--- src/assert_macros.svh ---
// Assertion macros used by the encoder datapath.
// Concurrent checks are compiled out when SYNTHESIS is defined.
`ifndef ASSERT_MACROS_SVH
`define ASSERT_MACROS_SVH
`ifndef SYNTHESIS
// Property must hold at every clock edge outside reset
`define BRLE_ASSERT(lbl, clk, rstn, prop, msg) \
  lbl: assert property (@(posedge clk) disable iff (!rstn) (prop)) else $error(msg);
// Expression must never be true outside reset
`define BRLE_ASSERT_NEVER(lbl, clk, rstn, expr, msg) \
  lbl: assert property (@(posedge clk) disable iff (!rstn) !(expr)) else $error(msg);
`else
`define BRLE_ASSERT(lbl, clk, rstn, prop, msg)
`define BRLE_ASSERT_NEVER(lbl, clk, rstn, expr, msg)
`endif
`endif

--- src/brle_pkg.sv ---
// Package for the byte run-length encoder: widths, constants, shared types.
// No dependencies.
package brle_pkg;

  localparam int unsigned MAX_PACKET_DEF     = 128;
  localparam int unsigned BYTES_PER_WORD_DEF = 8;

  localparam int unsigned CNT_W   = 8;   // packet byte count, up to 128
  localparam int unsigned REP_W   = 7;
  localparam int unsigned PCNT_W  = 4;   // bytes in a word
  localparam int unsigned WORD_W  = 64;
  localparam int unsigned TOTAL_W = 24;
  localparam int unsigned OLEN_W  = 9;   // encoded bytes of one item

  localparam logic [7:0]         HDR_RUN   = 8'h80;
  localparam logic [REP_W-1:0]   REP_MAX   = 7'd127;
  localparam logic [TOTAL_W-1:0] TOTAL_MAX = 24'hFFFFFF;

  // Controller states, one-hot
  typedef enum logic [5:0] {
    ST_IDLE    = 6'b000001,
    ST_DISP    = 6'b000010,
    ST_S1_HDR  = 6'b000100,
    ST_S1_BODY = 6'b001000,
    ST_S2_HDR  = 6'b010000,
    ST_S2_BODY = 6'b100000
  } state_e;

  // Controller to datapath
  typedef struct packed {
    logic accept;      // input beat taken
    logic byte_valid;  // an encoded byte is offered to the packer
    logic src_body;    // 0: header byte, 1: body byte
    logic seg2;        // second packet of this item
    logic final_byte;  // last encoded byte of this item
  } ctrl_cmd_t;

  // Datapath to controller
  typedef struct packed {
    logic s1_v;
    logic s2_v;
    logic body_last;
    logic take;        // packer took the offered byte
  } dp_stat_t;

endpackage

--- src/brle_ram.sv ---
// Generic single-write, single-read RAM with registered read data.
// No dependencies.
module brle_ram #(
  parameter int unsigned WIDTH = 8,
  parameter int unsigned DEPTH = 128
) (
  input  logic                     clk_i,
  input  logic                     we_i,
  input  logic [$clog2(DEPTH)-1:0] waddr_i,
  input  logic [WIDTH-1:0]         wdata_i,
  input  logic                     re_i,
  input  logic [$clog2(DEPTH)-1:0] raddr_i,
  output logic [WIDTH-1:0]         rdata_o
);

  logic [WIDTH-1:0] mem_q [DEPTH];

  always_ff @(posedge clk_i) begin
    if (we_i) begin
      mem_q[waddr_i] <= wdata_i;
    end
    if (re_i) begin
      rdata_o <= mem_q[raddr_i];
    end
  end

endmodule

--- src/brle_ctrl.sv ---
// Sequencer for the encoder: walks header and body of up to two packets per beat.
// Depends on brle_pkg.
module brle_ctrl (
  input  logic                clk_i,
  input  logic                rst_ni,
  input  logic                in_valid_i,
  output logic                in_stall_o,
  input  brle_pkg::dp_stat_t  stat_i,
  output brle_pkg::ctrl_cmd_t cmd_o
);
  import brle_pkg::*;

  state_e state_q, state_d;

  // state register
  always_ff @(posedge clk_i or negedge rst_ni) begin
    if (!rst_ni) begin
      state_q <= ST_IDLE;
    end else begin
      state_q <= state_d;
    end
  end

  assign in_stall_o = (state_q != ST_IDLE);

  // next state and commands
  always_comb begin
    state_d          = state_q;
    cmd_o            = '0;
    cmd_o.accept     = in_valid_i && (state_q == ST_IDLE);
    case (state_q)
      ST_IDLE: begin
        if (cmd_o.accept) state_d = ST_DISP;
      end
      ST_DISP: begin
        if (stat_i.s1_v)      state_d = ST_S1_HDR;
        else if (stat_i.s2_v) state_d = ST_S2_HDR;
        else                  state_d = ST_IDLE;
      end
      ST_S1_HDR: begin
        cmd_o.byte_valid = 1'b1;
        if (stat_i.take) state_d = ST_S1_BODY;
      end
      ST_S1_BODY: begin
        cmd_o.byte_valid = 1'b1;
        cmd_o.src_body   = 1'b1;
        cmd_o.final_byte = stat_i.body_last && !stat_i.s2_v;
        if (stat_i.take && stat_i.body_last) begin
          state_d = stat_i.s2_v ? ST_S2_HDR : ST_IDLE;
        end
      end
      ST_S2_HDR: begin
        cmd_o.byte_valid = 1'b1;
        cmd_o.seg2       = 1'b1;
        if (stat_i.take) state_d = ST_S2_BODY;
      end
      ST_S2_BODY: begin
        cmd_o.byte_valid = 1'b1;
        cmd_o.src_body   = 1'b1;
        cmd_o.seg2       = 1'b1;
        cmd_o.final_byte = stat_i.body_last;
        if (stat_i.take && stat_i.body_last) state_d = ST_IDLE;
      end
      default: state_d = ST_IDLE;
    endcase
  end

endmodule

--- src/brle_dp.sv ---
// Datapath for the encoder: packet state, literal store, byte packer, output register.
// Depends on brle_pkg, brle_ram and assert_macros.svh.
`include "assert_macros.svh"
module brle_dp #(
  parameter int unsigned MAX_PACKET     = brle_pkg::MAX_PACKET_DEF,
  parameter int unsigned BYTES_PER_WORD = brle_pkg::BYTES_PER_WORD_DEF
) (
  input  logic                          clk_i,
  input  logic                          rst_ni,
  input  logic [7:0]                    data_byte_i,
  input  logic                          last_in_i,
  input  brle_pkg::ctrl_cmd_t           cmd_i,
  output brle_pkg::dp_stat_t            stat_o,
  output logic                          out_valid_o,
  input  logic                          out_stall_i,
  output logic [brle_pkg::WORD_W-1:0]   out_word_o,
  output logic [brle_pkg::PCNT_W-1:0]   byte_count_o,
  output logic                          last_result_o,
  output logic [brle_pkg::TOTAL_W-1:0]  encoded_total_o
);
  import brle_pkg::*;

  localparam int unsigned AW = $clog2(MAX_PACKET);
  localparam logic [CNT_W-1:0]  MAXC    = CNT_W'(MAX_PACKET);
  localparam logic [PCNT_W-1:0] BPW_M1  = PCNT_W'(BYTES_PER_WORD - 1);

  // packet state
  logic [CNT_W-1:0]   pend_q, pend_d;
  logic [REP_W-1:0]   rep_q, rep_d;
  logic [7:0]         cmp_q, cmp_d;
  logic [TOTAL_W-1:0] enc_q, enc_d;
  logic [TOTAL_W-1:0] total_q, total_d;

  // packet descriptors of the item in flight
  logic             s1v_q, s1run_q, s2v_q, s2run_q;
  logic [CNT_W-1:0] s1len_q, s2len_q;
  logic [7:0]       s1byte_q, s2byte_q;
  logic             s1v_d, s1run_d, s2v_d, s2run_d;
  logic [CNT_W-1:0] s1len_d, s2len_d;
  logic [7:0]       s1byte_d, s2byte_d;

  logic          we;
  logic [AW-1:0] waddr;
  logic [OLEN_W-1:0]  olen;
  logic [TOTAL_W:0]   sum;
  logic [CNT_W-1:0]   pend_mid;
  logic [REP_W-1:0]   rep_mid;

  // decide packets on an accepted beat
  always_comb begin
    cmp_d    = cmp_q;
    rep_mid  = rep_q;
    pend_mid = pend_q;
    s1v_d    = 1'b0;
    s1run_d  = 1'b0;
    s1len_d  = '0;
    s1byte_d = cmp_q;
    we       = 1'b0;
    waddr    = '0;
    if (pend_q == '0) begin
      we       = 1'b1;
      cmp_d    = data_byte_i;
      rep_mid  = '0;
      pend_mid = CNT_W'(1);
    end else if (data_byte_i == cmp_q) begin
      rep_mid = (rep_q < REP_MAX) ? rep_q + REP_W'(1) : rep_q;
      if (rep_mid == REP_W'(2) && pend_q > CNT_W'(2)) begin
        // run start: the bytes before the run go out as a literal packet
        s1v_d    = 1'b1;
        s1len_d  = pend_q - CNT_W'(2);
        pend_mid = CNT_W'(3);
      end else begin
        we       = 1'b1;
        waddr    = pend_q[AW-1:0];
        pend_mid = pend_q + CNT_W'(1);
      end
    end else if (rep_q >= REP_W'(2)) begin
      // run end: send the run, this byte opens a new packet
      s1v_d    = 1'b1;
      s1run_d  = 1'b1;
      s1len_d  = pend_q;
      we       = 1'b1;
      cmp_d    = data_byte_i;
      rep_mid  = '0;
      pend_mid = CNT_W'(1);
    end else begin
      we       = 1'b1;
      waddr    = pend_q[AW-1:0];
      cmp_d    = data_byte_i;
      rep_mid  = '0;
      pend_mid = pend_q + CNT_W'(1);
    end
    // packet full or frame end
    s2v_d    = (pend_mid >= MAXC) || last_in_i;
    s2run_d  = (rep_mid >= REP_W'(2));
    s2len_d  = pend_mid;
    s2byte_d = cmp_d;
    pend_d   = s2v_d ? '0 : pend_mid;
    rep_d    = s2v_d ? '0 : rep_mid;

    olen = '0;
    if (s1v_d) olen = s1run_d ? OLEN_W'(2) : OLEN_W'(s1len_d) + OLEN_W'(1);
    if (s2v_d) olen = olen + (s2run_d ? OLEN_W'(2) : OLEN_W'(s2len_d) + OLEN_W'(1));
    sum   = {1'b0, enc_q} + (TOTAL_W + 1)'(olen);
    enc_d = sum[TOTAL_W] ? TOTAL_MAX : sum[TOTAL_W-1:0];
    total_d = last_in_i ? enc_d : '0;
    if (last_in_i) enc_d = '0;
  end

  always_ff @(posedge clk_i or negedge rst_ni) begin
    if (!rst_ni) begin
      pend_q <= '0;
      rep_q  <= '0;
      cmp_q  <= '0;
      enc_q  <= '0;
      s1v_q  <= 1'b0;
      s2v_q  <= 1'b0;
    end else if (cmd_i.accept) begin
      pend_q <= pend_d;
      rep_q  <= rep_d;
      cmp_q  <= cmp_d;
      enc_q  <= enc_d;
      s1v_q  <= s1v_d;
      s2v_q  <= s2v_d;
    end
  end

  always_ff @(posedge clk_i) begin
    if (cmd_i.accept) begin
      s1run_q  <= s1run_d;
      s1len_q  <= s1len_d;
      s1byte_q <= s1byte_d;
      s2run_q  <= s2run_d;
      s2len_q  <= s2len_d;
      s2byte_q <= s2byte_d;
      total_q  <= total_d;
    end
  end

  // current packet and byte selection
  logic             cur_run;
  logic [CNT_W-1:0] cur_len;
  logic [7:0]       cur_byte, rdata, byte_val;
  logic [CNT_W-1:0] idx_q, idx_d;
  logic [AW-1:0]    raddr;
  logic             take, complete, can_emit, hdr_take;

  assign cur_run  = cmd_i.seg2 ? s2run_q  : s1run_q;
  assign cur_len  = cmd_i.seg2 ? s2len_q  : s1len_q;
  assign cur_byte = cmd_i.seg2 ? s2byte_q : s1byte_q;

  always_comb begin
    if (!cmd_i.src_body) begin
      byte_val = {cur_run, 7'(cur_len - CNT_W'(1))} | (cur_run ? HDR_RUN : 8'h00);
    end else begin
      byte_val = cur_run ? cur_byte : rdata;
    end
  end

  // packer: lane fill, word completes when full or at item end
  logic [WORD_W-1:0] word_q, word_merged;
  logic [PCNT_W-1:0] pcnt_q;

  always_comb begin
    word_merged = word_q;
    for (int j = 0; j < BYTES_PER_WORD; j++) begin
      if (pcnt_q == PCNT_W'(j)) word_merged[8*j +: 8] = byte_val;
    end
  end

  assign can_emit = !out_valid_o || !out_stall_i;
  assign complete = (pcnt_q == BPW_M1) || cmd_i.final_byte;
  assign take     = cmd_i.byte_valid && (!complete || can_emit);
  assign hdr_take = take && !cmd_i.src_body;
  assign idx_d    = hdr_take ? '0 : idx_q + CNT_W'(1);
  assign raddr    = hdr_take ? '0 : idx_d[AW-1:0];

  always_ff @(posedge clk_i or negedge rst_ni) begin
    if (!rst_ni) begin
      pcnt_q      <= '0;
      out_valid_o <= 1'b0;
    end else begin
      // a new word replaces the one leaving; otherwise a taken word clears valid
      if (take && complete) begin
        out_valid_o <= 1'b1;
      end else if (out_valid_o && !out_stall_i) begin
        out_valid_o <= 1'b0;
      end
      if (take) begin
        pcnt_q <= complete ? '0 : pcnt_q + PCNT_W'(1);
      end
    end
  end

  always_ff @(posedge clk_i) begin
    if (take) begin
      idx_q  <= idx_d;
      word_q <= complete ? '0 : word_merged;
      if (complete) begin
        out_word_o      <= word_merged;
        byte_count_o    <= pcnt_q + PCNT_W'(1);
        last_result_o   <= cmd_i.final_byte;
        encoded_total_o <= cmd_i.final_byte ? total_q : '0;
      end
    end else if (cmd_i.accept) begin
      word_q <= '0;
    end
  end

  brle_ram #(
    .WIDTH(8),
    .DEPTH(MAX_PACKET)
  ) u_store (
    .clk_i  (clk_i),
    .we_i   (cmd_i.accept && we),
    .waddr_i(waddr),
    .wdata_i(data_byte_i),
    .re_i   (take),
    .raddr_i(raddr),
    .rdata_o(rdata)
  );

  assign stat_o.s1_v      = s1v_q;
  assign stat_o.s2_v      = s2v_q;
  assign stat_o.body_last = cur_run || (idx_q == cur_len - CNT_W'(1));
  assign stat_o.take      = take;

  `BRLE_ASSERT(a_pend_range, clk_i, rst_ni, pend_q < MAXC, "open packet reached full size")
  `BRLE_ASSERT(a_pcnt_range, clk_i, rst_ni, pcnt_q <= BPW_M1, "packer lane count out of range")
  `BRLE_ASSERT(a_final_flush, clk_i, rst_ni, take && cmd_i.final_byte |=> pcnt_q == '0 && out_valid_o, "item end did not flush the packer")

endmodule

--- src/byte_run_length_encoder.sv ---
// Top level of the byte run-length encoder: sequencer plus datapath.
// Depends on brle_pkg, brle_ctrl, brle_dp.
//
//  channel | direction | handshake             | payload
//  input   | in        | in_valid_i/in_stall_o | data_byte_i, last_in_i
//  output  | out       | out_valid_o/out_stall_i | out_word_o, byte_count_o,
//          |           |                       | last_result_o, encoded_total_o
//
// An input beat is accepted in the idle state and dispatched; for each packet it
// closes, the sequencer offers header and body one byte a cycle to the packer,
// reading literal bytes from the store RAM, while no output stall holds the packer.
// Output stall holds the packer only when a word is complete and the output
// register is still occupied. Reset clears all control state; the store needs none.
module byte_run_length_encoder #(
  parameter int unsigned MAX_PACKET     = brle_pkg::MAX_PACKET_DEF,
  parameter int unsigned BYTES_PER_WORD = brle_pkg::BYTES_PER_WORD_DEF
) (
  input  logic                          clk_i,
  input  logic                          rst_ni,
  input  logic                          in_valid_i,
  output logic                          in_stall_o,
  input  logic [7:0]                    data_byte_i,
  input  logic                          last_in_i,
  output logic                          out_valid_o,
  input  logic                          out_stall_i,
  output logic [brle_pkg::WORD_W-1:0]   out_word_o,
  output logic [brle_pkg::PCNT_W-1:0]   byte_count_o,
  output logic                          last_result_o,
  output logic [brle_pkg::TOTAL_W-1:0]  encoded_total_o
);
  import brle_pkg::*;

  ctrl_cmd_t cmd;
  dp_stat_t  stat;

  brle_ctrl u_ctrl (
    .clk_i     (clk_i),
    .rst_ni    (rst_ni),
    .in_valid_i(in_valid_i),
    .in_stall_o(in_stall_o),
    .stat_i    (stat),
    .cmd_o     (cmd)
  );

  brle_dp #(
    .MAX_PACKET    (MAX_PACKET),
    .BYTES_PER_WORD(BYTES_PER_WORD)
  ) u_dp (
    .clk_i          (clk_i),
    .rst_ni         (rst_ni),
    .data_byte_i    (data_byte_i),
    .last_in_i      (last_in_i),
    .cmd_i          (cmd),
    .stat_o         (stat),
    .out_valid_o    (out_valid_o),
    .out_stall_i    (out_stall_i),
    .out_word_o     (out_word_o),
    .byte_count_o   (byte_count_o),
    .last_result_o  (last_result_o),
    .encoded_total_o(encoded_total_o)
  );

endmodule
--- config.mk ---
export PLATFORM = sky130hd
export DESIGN_NAME = byte_run_length_encoder
export DESIGN_NICKNAME = d
export VERILOG_FILES = /design/src/brle_pkg.sv /design/src/brle_ram.sv /design/src/brle_ctrl.sv /design/src/brle_dp.sv /design/src/byte_run_length_encoder.sv
export VERILOG_INCLUDE_DIRS = /design/src /design/src/src
export SDC_FILE = /design/constraint.sdc
export NUM_CORES = 2
export LEC_CHECK = 0
export BUFFER_PORTS_ARGS = -buffer_cell sky130_fd_sc_hd__buf_2
export CELL_PAD_IN_SITES_DETAIL_PLACEMENT = 1
export CELL_PAD_IN_SITES_GLOBAL_PLACEMENT = 1
export CORE_ASPECT_RATIO = 0.7
export CORE_UTILIZATION = 23
export CTS_BUF_LIST = sky130_fd_sc_hd__clkbuf_8
export CTS_CLUSTER_SIZE = 8
export DETAILED_ROUTE_END_ITERATION = 6
export HOLD_SLACK_MARGIN = 0.03
export PLACE_DENSITY_LB_ADDON = 0.3
export SYNTH_ARGS = -nofsm -noshare
export SYNTH_HDL_FRONTEND = slang
export SYNTH_SLANG_ARGS = --single-unit
--- constraint.sdc ---
create_clock -name clk_i -period 9.3 [get_ports clk_i]
set_input_delay 0.93 -clock clk_i [delete_from_list [all_inputs] [get_ports clk_i]]
set_output_delay 0.93 -clock clk_i [all_outputs]
set_load 0.03 [all_outputs]
==> flow_metrics.py <==
metrics = {
    "die": {
        "coreArea_um2": 235800,
        "io-pin-count": 108,
        "die-height_um": 409.7,
        "rows": 149,
        "dieArea_um2": 239400,
        "die_w_um": 584.4,
        "initial_core_util_pct": 23.15,
    },
    "grt": {
        "grt_max_degree": 118,
        "grt_first_pass_wirelength_mm": 259.1,
        "antenna_found_initial": 19,
        "grt_overflow": 0,
        "grt_usage_pct": 14.85,
        "first_global_vias": 34710,
    },
    "worst_setup_path": {
        "ff2ff_setup_slack_ns": 1.72,
        "r2r_start": "u_dp.pend_q[4]$_DFFE_PN0P_",
        "end_kind": "flip-flop",
        "reg2reg_to": "u_dp.enc_q[21]$_DFFE_PN0P_",
        "reg2regPathDepth": 24,
        "cp.required_ns": 10.10,
        "crit_type": "flip-flop to flip-flop",
        "worstPathArrival_ns": 8.38,
        "start_kind": "flip-flop",
        "path_max_fanout": 20,
    },
    "timing": {
        "fin_skew_ns": 0.1075,
        "setup_violations": 0,
        "max_freq_ghz": 0.1319,
        "final-hold-violation-count": 0,
        "maxSlewViolCount": 0,
        "fin_tns_setup_ns": 0,
        "layout_min_cycle_time_ns": 7.580,
        "maxSlewHeadroom_pct": 18.33,
        "rsz0062_at_grt": "false",
        "tightest_slew_ns": 1.221,
        "timing.final.crit_share_pct": 81.51,
    },
    "final_layout": {
        "multi_input_area_um2": 14420,
        "mostFrequentLayoutCell": "edfxtp_1",
        "final_cell_area_um2": 62560,
        "final_cells": 7245,
        "area_delta_synth_final_pct": 14.56,
        "final_cell_mix": "edfxtp_1, nand2_1, nor2_1",
        "seq_area_um2": 39190,
        "drive_gt1_share_pct": 14.99,
        "fillCellCount": 25340,
        "layout.nets": 3991,
    },
    "outcome": {
        "run_status": "completed",
    },
    "pwr": {
        "netSwitchingFraction_pct": 29.31,
        "power.leakage_uw": 0.02052,
        "power_per_cell_area_nw_per_um2": 214.4,
        "p_comb_share_pct": 14.5,
        "p_int_uw": 9481,
        "ir_worst_vdd_v": 0.0001021,
        "seqPwrFrac_pct": 51.9,
        "p_switching_uw": 3931,
        "p_clk_share_pct": 33.6,
    },
    "yosys": {
        "yosysTopAreaCell": "edfxtp_1",
        "yosysSeqAreaShare_pct": 71.77,
        "synth_nets": 3814,
        "syn_area_um2": 54610,
        "synth_async_sr_flop_share_pct": 4.563,
        "synth_edf_count": 1255,
        "synth.top_cell.area_share_pct": 69.01,
        "synth_warnings": 0,
        "avgSynthCellArea_um2": 14.50,
        "syn_inst": 3767,
        "synthTopCellsByArea": "edfxtp_1, dfrtp_1, mux4_2",
        "synth.distinct_cells": 89,
        "ys.flop_type": "edfxtp_1",
        "synth.ff_latch_count": 1315,
    },
    "drt": {
        "wl_per_cell_um": 25.04,
        "vias": 34120,
        "wl_met2_mm": 73.14,
        "met3WireLength_mm": 14.43,
        "ant_nets": 0,
        "first_iter_violations": 3227,
        "via_per_inst": 4.710,
        "routed_wl_mm": 181.4,
        "met1_length_mm": 90.42,
        "highest_layer": "met5",
        "drc_errors": 0,
        "firstDrtPassIters": 5,
    },
    "min_path": {
        "worstHoldStart": "data_byte_i[0]",
        "hp-class": "input port to flip-flop",
        "hold_depth": 1,
        "min_to": "u_dp.u_store.mem_q[10][0]$_DFFE_PP_",
    },
    "clock_tree": {
        "numCtsBuffers": 211,
        "htree_levels": 4,
        "clockBufferDepth": 4,
        "clock_latency_ns": 0.95,
        "clk_pin_slew_ns": 0.06,
        "clockRootBuffer": "clkbuf_8",
        "cts_tree": "yes",
        "cts_sinks": 1315,
    },
    "place": {
        "placed_cells": 6900,
        "post-dp-hpwl_mm": 115.3,
        "gp_congestion": 0.8044,
        "io_buffers": 107,
        "place_area_um2": 59000,
    },
    "job": {
        "max_cap_violations": 0,
    },
}
per-layer routing:
layer,GRT usage (%),vias to the layer above
met2,20.21,986
met3,4.038,250
li1,-,14900
met4,3.267,6
met1,22.92,17980
met5,0,-
what timing repair did:
action / 4_1_cts / 5_1_grt
gates resized for setup: 0 / 0
buffers inserted: 0 / 0
hold buffers: 1 / 0
setup endpoints to repair: 0 / 0
hold endpoints to repair: 17 / 0
cell usage after synthesis, types with 8 or more instances:
| cell type | instances |
|---|---|
| edfxtp_1 | 1255 |
| nand2_1 | 366 |
| nor2_1 | 309 |
| o21ai_0 | 202 |
| clkbuf_1 | 148 |
| a21oi_1 | 143 |
| mux2i_1 | 130 |
| and2_1 | 99 |
| nand3_1 | 84 |
| o22ai_1 | 68 |
| mux4_2 | 63 |
| buf_2 | 59 |
| dfrtp_1 | 59 |
| and3_1 | 52 |
| o221ai_1 | 48 |
| nor3_1 | 47 |
| a31oi_1 | 44 |
| mux2_2 | 43 |
| xnor2_1 | 37 |
| a211oi_1 | 33 |
| inv_1 | 33 |
| ha_1 | 32 |
| a221oi_1 | 29 |
| xor2_1 | 29 |
| buf_1 | 23 |
| o211ai_1 | 21 |
| o31ai_1 | 20 |
| or3_1 | 20 |
| nand4_1 | 19 |
| a311oi_1 | 17 |
| o22a_1 | 16 |
| a21o_1 | 15 |
| nor4_1 | 14 |
| a2111oi_0 | 13 |
| a221o_1 | 8 |
| a31o_2 | 8 |
cell type report:
class / count / share of cell area, %
Sequential cell: 1315 / 62.64
Antenna cell: 4 / 0.01600
Clock buffer: 219 / 4.818
Clock inverter: 120 / 0.8240
Timing Repair Buffer: 201 / 2.084
Inverter: 37 / 0.2240
Tap cell: 3171 / 6.342
Multi-Input combinational cell: 2178 / 23.05
critical path, stage by stage, from the launching register on:
cell      delay (ns)
dfrtp_1         0.63
nor4_2          0.72
nand3_1         0.42
nand4_1         0.24
or3_1           0.63
o21ai_1         0.21
ha_1            0.32
a21o_1          0.20
fa_1            0.43
a21oi_1         0.17
nor2_1          0.06
nor2_1          0.17
o21bai_1        0.10
a21oi_1         0.24
o21ai_0         0.15
xnor2_1         0.17
nor2_1          0.07
xnor2_1         0.13
ha_1            0.32
nand2_1         0.08
o31ai_1         0.53
and2_1          0.36
nand4_1         0.57
a31o_2          0.47
a21oi_1         0.14
worst max-delay path by stage:
| stage | from | endpoint | slack, ns | cells past startpoint |
|---|---|---|---|---|
| global route | u_dp.pend_q[4]$_DFFE_PN0P_ | u_dp.total_q[19]$_SDFFCE_PN0P_ | 1.03 | 26 |
| floorplan | u_ctrl.state_q[0]$_DFFE_PN1P_ | u_dp.byte_count_o[0]$_DFFE_PP_ | 1.55 | 14 |
| CTS | u_dp.pend_q[4]$_DFFE_PN0P_ | u_dp.enc_q[21]$_DFFE_PN0P_ | 1.72 | 26 |
| finish | u_dp.pend_q[4]$_DFFE_PN0P_ | u_dp.enc_q[21]$_DFFE_PN0P_ | 1.72 | 24 |
| detailed placement | data_byte_i[1] | u_dp.enc_q[21]$_DFFE_PN0P_ | 1.04 | 28 |
| global placement | data_byte_i[1] | u_dp.enc_q[21]$_DFFE_PN0P_ | 1.01 | 28 |
cells by family (layout without fill, tap and decap cells):
kind of cell	count (synthesis)	in the layout	share of synthesized area [%]
flops	1315	1315	71.77
fa+ha+maj	34	34	0.8065
simple gates	1066	1066	9.007
buf+inv	274	577	2.074
mux	236	236	5.868
other cells	0	4	0
compound gates	776	776	9.420
xor+xnor	66	66	1.059
state kept, by name, summed over array words and instances, names as in the netlist, 24 cells and up:
signal and flops:
u_dp.enc_q 24, u_dp.out_word_o 64, u_dp.word_q 64, u_dp.encoded_total_o 24, u_dp.u_store.mem_q 1024, u_dp.total_q 24
power groups by stage:
stage	logic [uW]	registers (uW)	clock network, uW
5_1_grt	2110	6980	4880
4_1_cts	1950	6960	4650
3_3_place_gp	1930	7080	0
3_5_place_dp	1940	7080	0
2_1_floorplan	1100	7010	0
6_report	1940	6960	4510
through the flow:
step	hold WS (ns)	total power (uW)	setup slack, ns	utilization [%]
finish	0.2566	13410	1.720	26.53
global route	0.2048	13970	1.032	26.52
floorplan	0.4563	8109	1.547	-
global placement	0.4827	9007	1.006	25.02
CTS	0.1835	13570	1.723	26.52
detailed placement	0.4987	9024	1.035	25.02
Note: power is estimated with default switching activity, not from simulation.
